[src/hw/rtl/ydec_pkg.sv]
// shared types and constants of the detection row decoder
package ydec_pkg;

   localparam int ValueWidth     = 32;
   localparam int CsrIndexWidth  = 2;
   localparam int CsrDataWidth   = 17;

   // register indexes
   localparam logic [CsrIndexWidth-1:0] CSR_CLASS_COUNT     = 2'd0;
   localparam logic [CsrIndexWidth-1:0] CSR_BOXES_PER_IMAGE = 2'd1;
   localparam logic [CsrIndexWidth-1:0] CSR_CONF_THRESHOLD  = 2'd2;

   localparam logic [7:0]  ClassCountReset     = 8'd80;
   localparam logic [15:0] BoxesPerImageReset  = 16'd25200;
   localparam logic [16:0] ConfThresholdReset  = 17'd16384;

   localparam logic [16:0] ConfidenceOne = 17'd65536;

   typedef struct packed {
      logic [7:0]         image_index;
      logic [15:0]        box_index;
      logic signed [7:0]  class_label;
      logic signed [31:0] objectness;
      logic signed [31:0] best_score;
      logic               rejected;
      logic signed [31:0] center_x;
      logic signed [31:0] center_y;
      logic signed [31:0] width;
      logic signed [31:0] height;
   } ydec_row_type;

   typedef struct packed {
      logic [7:0]         image_index;
      logic [15:0]        box_index;
      logic signed [7:0]  class_label;
      logic [16:0]        confidence;
      logic signed [15:0] box_x;
      logic signed [15:0] box_y;
      logic signed [15:0] box_width;
      logic signed [15:0] box_height;
   } ydec_result_type;

endpackage

[src/hw/rtl/ydec_accum.sv]
// input register, row parser, arg-max and row/image counters
module ydec_accum import ydec_pkg::*; #(
   parameter int MAX_CLASSES = 128,
   parameter int MAX_IMAGES  = 256
) (
   input  logic                         clock,
   input  logic                         reset,
   input  logic                         req_valid,
   output logic                         req_ready,
   input  logic signed [ValueWidth-1:0] req_value,
   input  logic                         req_frame_start,
   input  logic [7:0]                   class_count,
   input  logic [15:0]                  boxes_per_image,
   input  logic [16:0]                  conf_threshold,
   output logic                         row_valid,
   input  logic                         row_ready,
   output ydec_row_type                 row
);

   localparam int PosWidth = $clog2(MAX_CLASSES + 5);
   localparam logic [7:0] MaxClassCount = 8'(MAX_CLASSES);
   localparam logic [7:0] LastImage     = 8'(MAX_IMAGES - 1);

   logic                         in_valid_ff;
   logic signed [ValueWidth-1:0] in_value_ff;
   logic                         in_frame_ff;

   logic [PosWidth-1:0] pos_ff, pos_in;
   logic [15:0]         row_ff, row_in;
   logic [7:0]          img_ff, img_in;
   logic signed [31:0]  box_ff [4];
   logic signed [31:0]  box_in [4];
   logic signed [31:0]  obj_ff, obj_in;
   logic signed [31:0]  best_ff, best_in;
   logic signed [7:0]   class_ff, class_in;
   logic                rej_ff, rej_in;

   logic                row_valid_ff;
   ydec_row_type        row_ff_data;

   logic [7:0]          eff_count;
   logic [PosWidth-1:0] last_pos;
   logic [PosWidth-1:0] pos;
   logic [15:0]         row_cur;
   logic [7:0]          img_cur;
   logic                row_end;
   logic                row_free;
   logic                go;
   logic [16:0]         row_plus;

   always_comb begin
      eff_count = (class_count > MaxClassCount) ? MaxClassCount : class_count;
      last_pos  = PosWidth'(4) + PosWidth'(eff_count);
      pos       = in_frame_ff ? '0 : pos_ff;
      row_cur   = in_frame_ff ? '0 : row_ff;
      img_cur   = in_frame_ff ? '0 : img_ff;
      row_end   = pos >= last_pos;
      row_free  = !row_valid_ff || row_ready;
      go        = in_valid_ff && (!row_end || row_free);
      req_ready = !in_valid_ff || go;
   end

   // row state update for the word in the input register
   always_comb begin
      box_in   = box_ff;
      obj_in   = obj_ff;
      best_in  = (pos == '0) ? 32'sd0 : best_ff;
      class_in = (pos == '0) ? -8'sd1 : class_ff;
      rej_in   = (pos == '0) ? 1'b0 : rej_ff;
      if (pos < PosWidth'(4)) begin
         box_in[pos[1:0]] = in_value_ff;
      end else if (pos == PosWidth'(4)) begin
         obj_in = in_value_ff;
         rej_in = $signed({in_value_ff[31], in_value_ff}) < $signed({16'b0, conf_threshold});
      end else if (in_value_ff > best_in) begin
         best_in  = in_value_ff;
         class_in = 8'(pos - PosWidth'(5));
      end
   end

   always_comb begin
      row_plus = {1'b0, row_cur} + 17'd1;
      pos_in   = row_end ? '0 : pos + PosWidth'(1);
      row_in   = row_cur;
      img_in   = img_cur;
      if (row_end) begin
         if (row_plus >= {1'b0, boxes_per_image}) begin
            row_in = '0;
            img_in = (img_cur == LastImage) ? 8'd0 : img_cur + 8'd1;
         end else begin
            row_in = row_plus[15:0];
         end
      end
   end

   always_ff @(posedge clock) begin
      if (reset) begin
         in_valid_ff <= 1'b0;
      end else if (req_ready) begin
         in_valid_ff <= req_valid;
      end
      if (req_valid && req_ready) begin
         in_value_ff <= req_value;
         in_frame_ff <= req_frame_start;
      end
   end

   always_ff @(posedge clock) begin
      if (reset) begin
         pos_ff   <= '0;
         row_ff   <= '0;
         img_ff   <= '0;
         best_ff  <= '0;
         class_ff <= -8'sd1;
         rej_ff   <= 1'b0;
      end else if (go) begin
         pos_ff   <= pos_in;
         row_ff   <= row_in;
         img_ff   <= img_in;
         best_ff  <= best_in;
         class_ff <= class_in;
         rej_ff   <= rej_in;
      end
   end

   always_ff @(posedge clock) begin
      if (go) begin
         box_ff <= box_in;
         obj_ff <= obj_in;
      end
   end

   // snapshot of a finished row
   always_ff @(posedge clock) begin
      if (reset) begin
         row_valid_ff <= 1'b0;
      end else if (row_free) begin
         row_valid_ff <= go && row_end;
      end
      if (go && row_end) begin
         row_ff_data.image_index <= img_cur;
         row_ff_data.box_index   <= row_cur;
         row_ff_data.class_label <= class_in;
         row_ff_data.objectness  <= obj_in;
         row_ff_data.best_score  <= best_in;
         row_ff_data.rejected    <= rej_in;
         row_ff_data.center_x    <= box_in[0];
         row_ff_data.center_y    <= box_in[1];
         row_ff_data.width       <= box_in[2];
         row_ff_data.height      <= box_in[3];
      end
   end

   assign row_valid = row_valid_ff;
   assign row       = row_ff_data;

endmodule

[src/hw/rtl/ydec_score.sv]
// confidence product, box conversion, threshold test and result register
module ydec_score import ydec_pkg::*; (
   input  logic            clock,
   input  logic            reset,
   input  logic            row_valid,
   output logic            row_ready,
   input  ydec_row_type    row,
   input  logic [16:0]     conf_threshold,
   output logic            rsp_valid,
   input  logic            rsp_ready,
   output ydec_result_type result
);

   function automatic logic signed [15:0] sat16(input logic signed [33:0] v);
      logic signed [15:0] r;
      if (v > 34'sd32767) begin
         r = 16'sd32767;
      end else if (v < -34'sd32768) begin
         r = -16'sd32768;
      end else begin
         r = v[15:0];
      end
      return r;
   endfunction

   logic                p_valid_ff;
   logic [45:0]         p_conf_ff;
   logic                p_rej_ff;
   ydec_result_type     p_data_ff;

   logic                out_valid_ff;
   ydec_result_type     out_data_ff;

   logic                obj_pos, best_pos;
   logic [61:0]         product;
   logic signed [33:0]  diff_x, diff_y, bias_x, bias_y;
   logic signed [33:0]  wide_w, wide_h, bias_w, bias_h;
   logic signed [15:0]  box_x, box_y, box_w, box_h;
   logic                emit;
   logic                out_free, p_go, p_free;
   ydec_result_type     p_result;

   always_comb begin
      obj_pos  = !row.objectness[31] && (row.objectness != 32'sd0);
      best_pos = !row.best_score[31] && (row.best_score != 32'sd0);
      product  = (obj_pos && best_pos)
                 ? 62'(row.objectness[30:0]) * 62'(row.best_score[30:0]) : 62'd0;

      // truncation toward zero: bias negative values before the shift
      diff_x = {row.center_x[31], row.center_x, 1'b0} - 34'(row.width);
      diff_y = {row.center_y[31], row.center_y, 1'b0} - 34'(row.height);
      bias_x = diff_x + (diff_x[33] ? 34'sd131071 : 34'sd0);
      bias_y = diff_y + (diff_y[33] ? 34'sd131071 : 34'sd0);
      wide_w = 34'(row.width);
      wide_h = 34'(row.height);
      bias_w = wide_w + (wide_w[33] ? 34'sd65535 : 34'sd0);
      bias_h = wide_h + (wide_h[33] ? 34'sd65535 : 34'sd0);
      box_x  = sat16(bias_x >>> 17);
      box_y  = sat16(bias_y >>> 17);
      box_w  = sat16(bias_w >>> 16);
      box_h  = sat16(bias_h >>> 16);
   end

   always_comb begin
      emit      = !p_rej_ff && (p_conf_ff >= {29'b0, conf_threshold});
      out_free  = !out_valid_ff || rsp_ready;
      p_go      = p_valid_ff && (!emit || out_free);
      p_free    = !p_valid_ff || p_go;
      row_ready = p_free;
      p_result  = p_data_ff;
      p_result.confidence = (p_conf_ff > 46'(ConfidenceOne))
                            ? ConfidenceOne : p_conf_ff[16:0];
   end

   always_ff @(posedge clock) begin
      if (reset) begin
         p_valid_ff <= 1'b0;
      end else if (p_free) begin
         p_valid_ff <= row_valid;
      end
      if (row_valid && p_free) begin
         p_conf_ff              <= product[61:16];
         p_rej_ff               <= row.rejected;
         p_data_ff.image_index  <= row.image_index;
         p_data_ff.box_index    <= row.box_index;
         p_data_ff.class_label  <= row.class_label;
         p_data_ff.confidence   <= '0;
         p_data_ff.box_x        <= box_x;
         p_data_ff.box_y        <= box_y;
         p_data_ff.box_width    <= box_w;
         p_data_ff.box_height   <= box_h;
      end
   end

   always_ff @(posedge clock) begin
      if (reset) begin
         out_valid_ff <= 1'b0;
      end else if (out_free) begin
         out_valid_ff <= p_valid_ff && emit;
      end
      if (p_valid_ff && emit && out_free) begin
         out_data_ff <= p_result;
      end
   end

   assign rsp_valid = out_valid_ff;
   assign result    = out_data_ff;

endmodule

[src/hw/rtl/yolo_detection_row_decode.sv]
// Detection row decoder, top level.
// When ready, the req_ channel carries detector output one Q16.16 word per cycle,
// row by row: cx, cy, w, h, objectness, then class_count class scores.
// req_frame_start on a word restarts the image and row counters and makes
// that word the first of a new row. The rsp_ channel gives at most one
// detection per row: indices, best class (-1 when no score is positive),
// saturated confidence and the box in integer pixels.
// Throughput is one word per cycle while req_ready is high; the input
// register, the row state update, the confidence multiplier stage and the
// result register form a short pipeline, through which a detection reaches
// rsp_valid once its row's last word is accepted.
// When the receiver stalls, the result register holds and the stages in
// front keep absorbing words until a second detection and one more
// finished row fill them; only then does req_ready drop.
// Reset empties the pipeline, clears the counters and loads the register
// defaults (80 classes, 25200 rows per image, threshold 0.25).
// The csr_ port writes class_count, boxes_per_image and the confidence threshold.
module yolo_detection_row_decode import ydec_pkg::*; #(
   parameter int MAX_CLASSES = 128,
   parameter int MAX_IMAGES  = 256
) (
   input  logic                         clock,
   input  logic                         reset,
   input  logic                         req_valid,
   output logic                         req_ready,
   input  logic signed [ValueWidth-1:0] req_value,
   input  logic                         req_frame_start,
   output logic                         rsp_valid,
   input  logic                         rsp_ready,
   output logic [7:0]                   rsp_image_index,
   output logic [15:0]                  rsp_box_index,
   output logic signed [7:0]            rsp_class_label,
   output logic [16:0]                  rsp_confidence,
   output logic signed [15:0]           rsp_box_x,
   output logic signed [15:0]           rsp_box_y,
   output logic signed [15:0]           rsp_box_width,
   output logic signed [15:0]           rsp_box_height,
   input  logic                         csr_write_enable,
   input  logic [CsrIndexWidth-1:0]     csr_index,
   input  logic [CsrDataWidth-1:0]      csr_data
);

   logic [7:0]      class_count_ff;
   logic [15:0]     boxes_per_image_ff;
   logic [16:0]     conf_threshold_ff;

   logic            row_valid;
   logic            row_ready;
   ydec_row_type    row;
   ydec_result_type result;

   always_ff @(posedge clock) begin
      if (reset) begin
         class_count_ff     <= ClassCountReset;
         boxes_per_image_ff <= BoxesPerImageReset;
         conf_threshold_ff  <= ConfThresholdReset;
      end else if (csr_write_enable) begin
         case (csr_index)
            CSR_CLASS_COUNT:     class_count_ff     <= csr_data[7:0];
            CSR_BOXES_PER_IMAGE: boxes_per_image_ff <= csr_data[15:0];
            CSR_CONF_THRESHOLD:  conf_threshold_ff  <= csr_data;
            default: ;
         endcase
      end
   end

   ydec_accum #(
      .MAX_CLASSES (MAX_CLASSES),
      .MAX_IMAGES  (MAX_IMAGES)
   ) u_accum (
      .clock           (clock),
      .reset           (reset),
      .req_valid       (req_valid),
      .req_ready       (req_ready),
      .req_value       (req_value),
      .req_frame_start (req_frame_start),
      .class_count     (class_count_ff),
      .boxes_per_image (boxes_per_image_ff),
      .conf_threshold  (conf_threshold_ff),
      .row_valid       (row_valid),
      .row_ready       (row_ready),
      .row             (row)
   );

   ydec_score u_score (
      .clock           (clock),
      .reset           (reset),
      .row_valid       (row_valid),
      .row_ready       (row_ready),
      .row             (row),
      .conf_threshold  (conf_threshold_ff),
      .rsp_valid       (rsp_valid),
      .rsp_ready       (rsp_ready),
      .result          (result)
   );

   assign rsp_image_index = result.image_index;
   assign rsp_box_index   = result.box_index;
   assign rsp_class_label = result.class_label;
   assign rsp_confidence  = result.confidence;
   assign rsp_box_x       = result.box_x;
   assign rsp_box_y       = result.box_y;
   assign rsp_box_width   = result.box_width;
   assign rsp_box_height  = result.box_height;

endmodule

[config.mk]
export PLATFORM = sky130hd
export DESIGN_NAME = yolo_detection_row_decode
export DESIGN_NICKNAME = d
export VERILOG_FILES = /design/src/hw/rtl/ydec_pkg.sv /design/src/hw/rtl/ydec_accum.sv /design/src/hw/rtl/ydec_score.sv /design/src/hw/rtl/yolo_detection_row_decode.sv
export SDC_FILE = /design/constraint.sdc
export NUM_CORES = 2
export LEC_CHECK = 0
export CAP_MARGIN = 20
export CORE_MARGIN = 2
export CORE_UTILIZATION = 55
export DETAILED_ROUTE_END_ITERATION = 6
export DONT_BUFFER_PORTS = 1
export GPL_TIMING_DRIVEN = 0
export PLACE_DENSITY = 0.83
export SLEW_MARGIN = 30
export SYNTH_ARGS = -nofsm -noshare
export SYNTH_HDL_FRONTEND = slang
export SYNTH_SLANG_ARGS = --single-unit
[constraint.sdc]
create_clock -name clock -period 14.9 [get_ports clock]
set_input_delay 4.47 -clock clock [delete_from_list [all_inputs] [get_ports clock]]
set_output_delay 4.47 -clock clock [all_outputs]
set_load 0.02 [all_outputs]
==> key figures <==
STA
  • Clock period minus worst slack: between 10,000 and 15,000 ps
  • Setup slack after layout: 4470 ps
  • Unrepaired setup endpoints after global routing: no
  • Setup skew after layout: 35.2 ps
  • Setup TNS: 0 ps
  • Number of failing hold endpoints at the final stage: 0
  • Fin. max-slew vios: 0
  • Maximum clock frequency: 95.9 MHz
  • Tightest slew margin relative to the limit: 0.188
  • Fraction of the cycle the final worst path needs: 0.700
  • Pin slew with the least headroom to its limit: around 1200 ps
  • Number of setup violations in the final report: 0

Setup path
  • CP endpoint: u_score.p_conf_ff[39]
  • Startpoint type of the worst setup path: flip-flop
  • Setup slack of the worst register-to-register path: approximately 4500 ps
  • Slowest stage cell on the critical path: sky130_fd_sc_hd__clkbuf_1
  • Launch point of the worst reg-to-reg path: u_accum.row[138]
  • Largest fanout of any net on the critical path: 10
  • Critical path depth in cells: 28
  • Total buffers and inverters traversed by the critical path: 8
  • FF-to-FF End: u_score.p_conf_ff[39]
  • Critical Path RT: 15,310 ps
  • Crit Path Category: reg -> reg
  • Kind of cell adding the most delay to the critical path: adder cells
  • Worst EP arrival: approximately 11,000 ps
  • Cell count of the worst reg-to-reg path: 28
  • Cell mode on critical path: sky130_fd_sc_hd__fa_1
  • Worst setup startpoint: u_accum.row[138]
  • Worst Setup End Kind: flip-flop
  • Largest stage delay on the critical path: 880 ps

Finish
  • Final-layout fill cell count: a little over 10,000
  • Net count of the finished layout: 8,261
  • Combined area of the multi-input logic cells: 41,800 µm²
  • Layout cells sized above 1: 0.0515
  • Leading cell type in the layout, fill and taps excluded: sky130_fd_sc_hd__inv_1
  • Area of all sequential standard cells: between 20,000 and 25,000 µm²
  • Commonest cells after routing, fill and taps aside: 1,008 x sky130_fd_sc_hd__inv_1, 901 x sky130_fd_sc_hd__nand2_1, 838 x sky130_fd_sc_hd__fa_1
  • Area Growth Syn to Fin: 8.21%
  • Final Util: 0.599

Clock network
  • Postcts setup bufs: 0
  • Resized cells post-CTS: 0
  • Clock transition time at the flip-flop clock pins of the worst setup and hold paths: 70 ps
  • Clock Tree Root: sky130_fd_sc_hd__clkbuf_16
  • Insertion delay of the later-clocked pin in the worst-skew pair: 690 ps
  • Hold buffer count at CTS: 0
  • Num CTS Buffers: 77
  • Largest buffer count on any clock path: 3
  • TritonCTS sink count: 792
  • Number of levels in the clock H-tree: 3
  • TritonCTS clock tree: done

Outcome
  • Outcome: finished clean

Placement
  • Buffers on Ports: 0
  • Worst slack at placement: about 5000 ps
  • Weighted congestion at the end of routability-driven global placement: 1.09
  • Post-detailed-placement half-perimeter wirelength: 174,000 µm

Synth
  • Post-synthesis area per instance: just over 10 µm²
  • Post-synthesis async set-or-reset flop share: 0
  • Sequential-to-total area share from yosys stat: 0.325
  • Top cell type by total area after synthesis: sky130_fd_sc_hd__edfxtp_1
  • Total of flip-flops plus latches after synthesis: between 700 and 800
  • Summed instance area of the synthesized netlist: 69,500 µm²
  • Yosys synthesis warning count: 0
  • Number of enable-type register cells in the synthesized netlist: 674
  • Area fraction of the dominant cell type after synthesis: 0.291
  • Unique masters post-synth: 100
  • Most area-consuming cells after synthesis: sky130_fd_sc_hd__edfxtp_1 29%, sky130_fd_sc_hd__fa_1 24%, sky130_fd_sc_hd__ha_1 8.5%
  • Instance count of the mapped netlist: 6,782
  • Synth Net Count: 8,151
  • Most used DFF post-synth: sky130_fd_sc_hd__edfxtp_1

Power and ir drop
  • Total power density per cell area: 64.1 nW/µm²
  • Static leakage: 0.0327 µW
  • Max IR drop VDD: between 0.1 and 0.15 mV

Global route
  • Congestion Overflow GR: 0
  • Maximum number of pins on one net before global-route repair: 46
  • Number of antenna violations at the first check in global routing: 29
  • Global-route wire length before repair: 339,000 µm
  • GRT Util Overall: 0.354
  • Vias in the first global route: 54,100

Die
  • Die X: 359 µm
  • I/O pin cnt: 172
  • DIE HEIGHT: roughly 360 µm
  • Die Footprint: 129,000 µm²
  • Initial core utilization: 0.553
  • Core region area: 126,000 µm²
  • Standard-cell rows: 130

Drt
  • Vias per cell: between 6 and 7
  • Routed wire per std cell: 26.4 µm
  • Via count of the routed design: roughly 53,000
  • Drt drc: 0
  • Residual antenna-violating net count after detailed routing: 0
  • Final routed wirelength across all metal layers: 228,000 µm
  • DRC marker count from the first detailed-route iteration: 6,310
  • Number of optimization iterations in the first detailed-route pass: 6

Job
  • # Max-Cap Violations: 0

Hold path
  • Class of the most critical hold timing path: reg -> reg
  • Hold path start: u_accum.row[210]
  • Cell depth of the worst hold path: 0
==> per-layer routing <==
layer / global-route usage / routed length, µm / vias up
li1: - / - / 22500
met1: 0.440 / 82300 / 26200
met2: 0.544 / 100000 / 3438
met3: 0.109 / 28400 / 918
met4: 0.213 / 16600 / 14
met5: 0 / 97 / -
==> flip-flops by register name (all words and copies together) (netlist names), 8 cells and up <==
register             flops
u_accum.obj_ff          32
u_accum.img_ff           8
u_score.p_conf_ff       46
u_score.result         113
u_accum.row_ff          16
u_accum.in_value_ff     32
u_accum.class_ff         8
class_count_ff           8
u_score.p_data_ff       96
u_accum.box_ff         128
u_accum.best_ff         32
u_accum.row            225
conf_threshold_ff       17
u_accum.pos_ff           8
boxes_per_image_ff      16
==> per-stage QoR <==
step	instance area (µm²)	cells	hold WS (ps)	total power, µW
6_report	75200	8618	403	4820
5_1_grt	75200	8605	422	4930
4_1_cts	75100	8602	402	4820
3_5_place_dp	72400	8462	405	2770
3_3_place_gp	71600	8432	402	2760
2_1_floorplan	69500	6782	400	2660
==> area by class of cell <==
class	instances	area share
Buffer	355	0.0186
Inverter	1010	0.0504
Timing Repair Buffer	31	0.0104
Clock inverter	48	0.00839
Antenna cell	15	0.000499
Sequential cell	792	0.301
Multi-Input combinational cell	4625	0.556
Tap cell	1650	0.0275
Clock buffer	92	0.0273
==> synth_stat cells, types with 19 or more instances <==
master,number
sky130_fd_sc_hd__inv_1,1008
sky130_fd_sc_hd__nand2_1,901
sky130_fd_sc_hd__fa_1,838
sky130_fd_sc_hd__edfxtp_1,674
sky130_fd_sc_hd__and2_1,544
sky130_fd_sc_hd__ha_1,474
sky130_fd_sc_hd__clkbuf_1,324
sky130_fd_sc_hd__a21oi_1,211
sky130_fd_sc_hd__nor2_1,192
sky130_fd_sc_hd__nand3_1,180
sky130_fd_sc_hd__o21ai_0,157
sky130_fd_sc_hd__dfxtp_1,118
sky130_fd_sc_hd__a21o_1,113
sky130_fd_sc_hd__xnor2_1,106
sky130_fd_sc_hd__mux2_2,93
sky130_fd_sc_hd__nor3_1,85
sky130_fd_sc_hd__and3_1,56
sky130_fd_sc_hd__nand4_1,56
sky130_fd_sc_hd__nor2b_1,51
sky130_fd_sc_hd__xor2_1,44
sky130_fd_sc_hd__nor4_1,42
sky130_fd_sc_hd__o2111ai_1,42
sky130_fd_sc_hd__o21a_1,40
sky130_fd_sc_hd__a211oi_1,39
sky130_fd_sc_hd__o31ai_1,39
sky130_fd_sc_hd__nand2b_1,32
sky130_fd_sc_hd__a31oi_1,26
sky130_fd_sc_hd__o211ai_1,23
sky130_fd_sc_hd__o21bai_1,19
==> power by group <==
group	internal, µW	total [µW]	leakage, µW	switching [µW]
combinational	89.0	257	0.0243	168
sequential	2430	2480	0.00713	51.4
clock	1180	2080	0.00129	904
total	3700	4820	0.0327	1120
==> how the worst min path moves through the flow <==
| stage | to | slack [ps] |
|---|---|---|
| 3_5_place_dp | u_score.result[13] | 400 |
| 4_1_cts | u_score.p_data_ff[98] | 400 |
| 5_1_grt | u_score.result[56] | 420 |
| 2_1_floorplan | u_score.p_data_ff[100] | 400 |
| 6_report | u_score.p_data_ff[98] | 400 |
| 3_3_place_gp | u_score.p_data_ff[97] | 400 |
==> cells by family (layout without fill, tap and decap cells) <==
group,count (synthesis),after routing,synth area share
AO/OA/AOI/OAI,837,837,0.0798
XOR/XNOR,151,151,0.0191
adder cells (fa/ha/maj),1312,1312,0.327
buffers and inverters,1365,1536,0.0741
flip-flops,792,792,0.325
multiplexers,111,111,0.0177
other,0,15,0
AND/OR/NAND/NOR,2214,2214,0.157
==> worst register-to-register path: cells and delay by family (launching register included) <==
kind | cells | cell delay, ps
adders and majority gates | 9 | 4340
AOI/OAI and AO/OA | 8 | 3370
buffers and inverters | 8 | 1310
DFF | 1 | 660
and+or+nand+nor | 2 | 270
xor gates and xnor gates | 1 | 220
No activity file was read; power rests on OpenSTA's default activity.
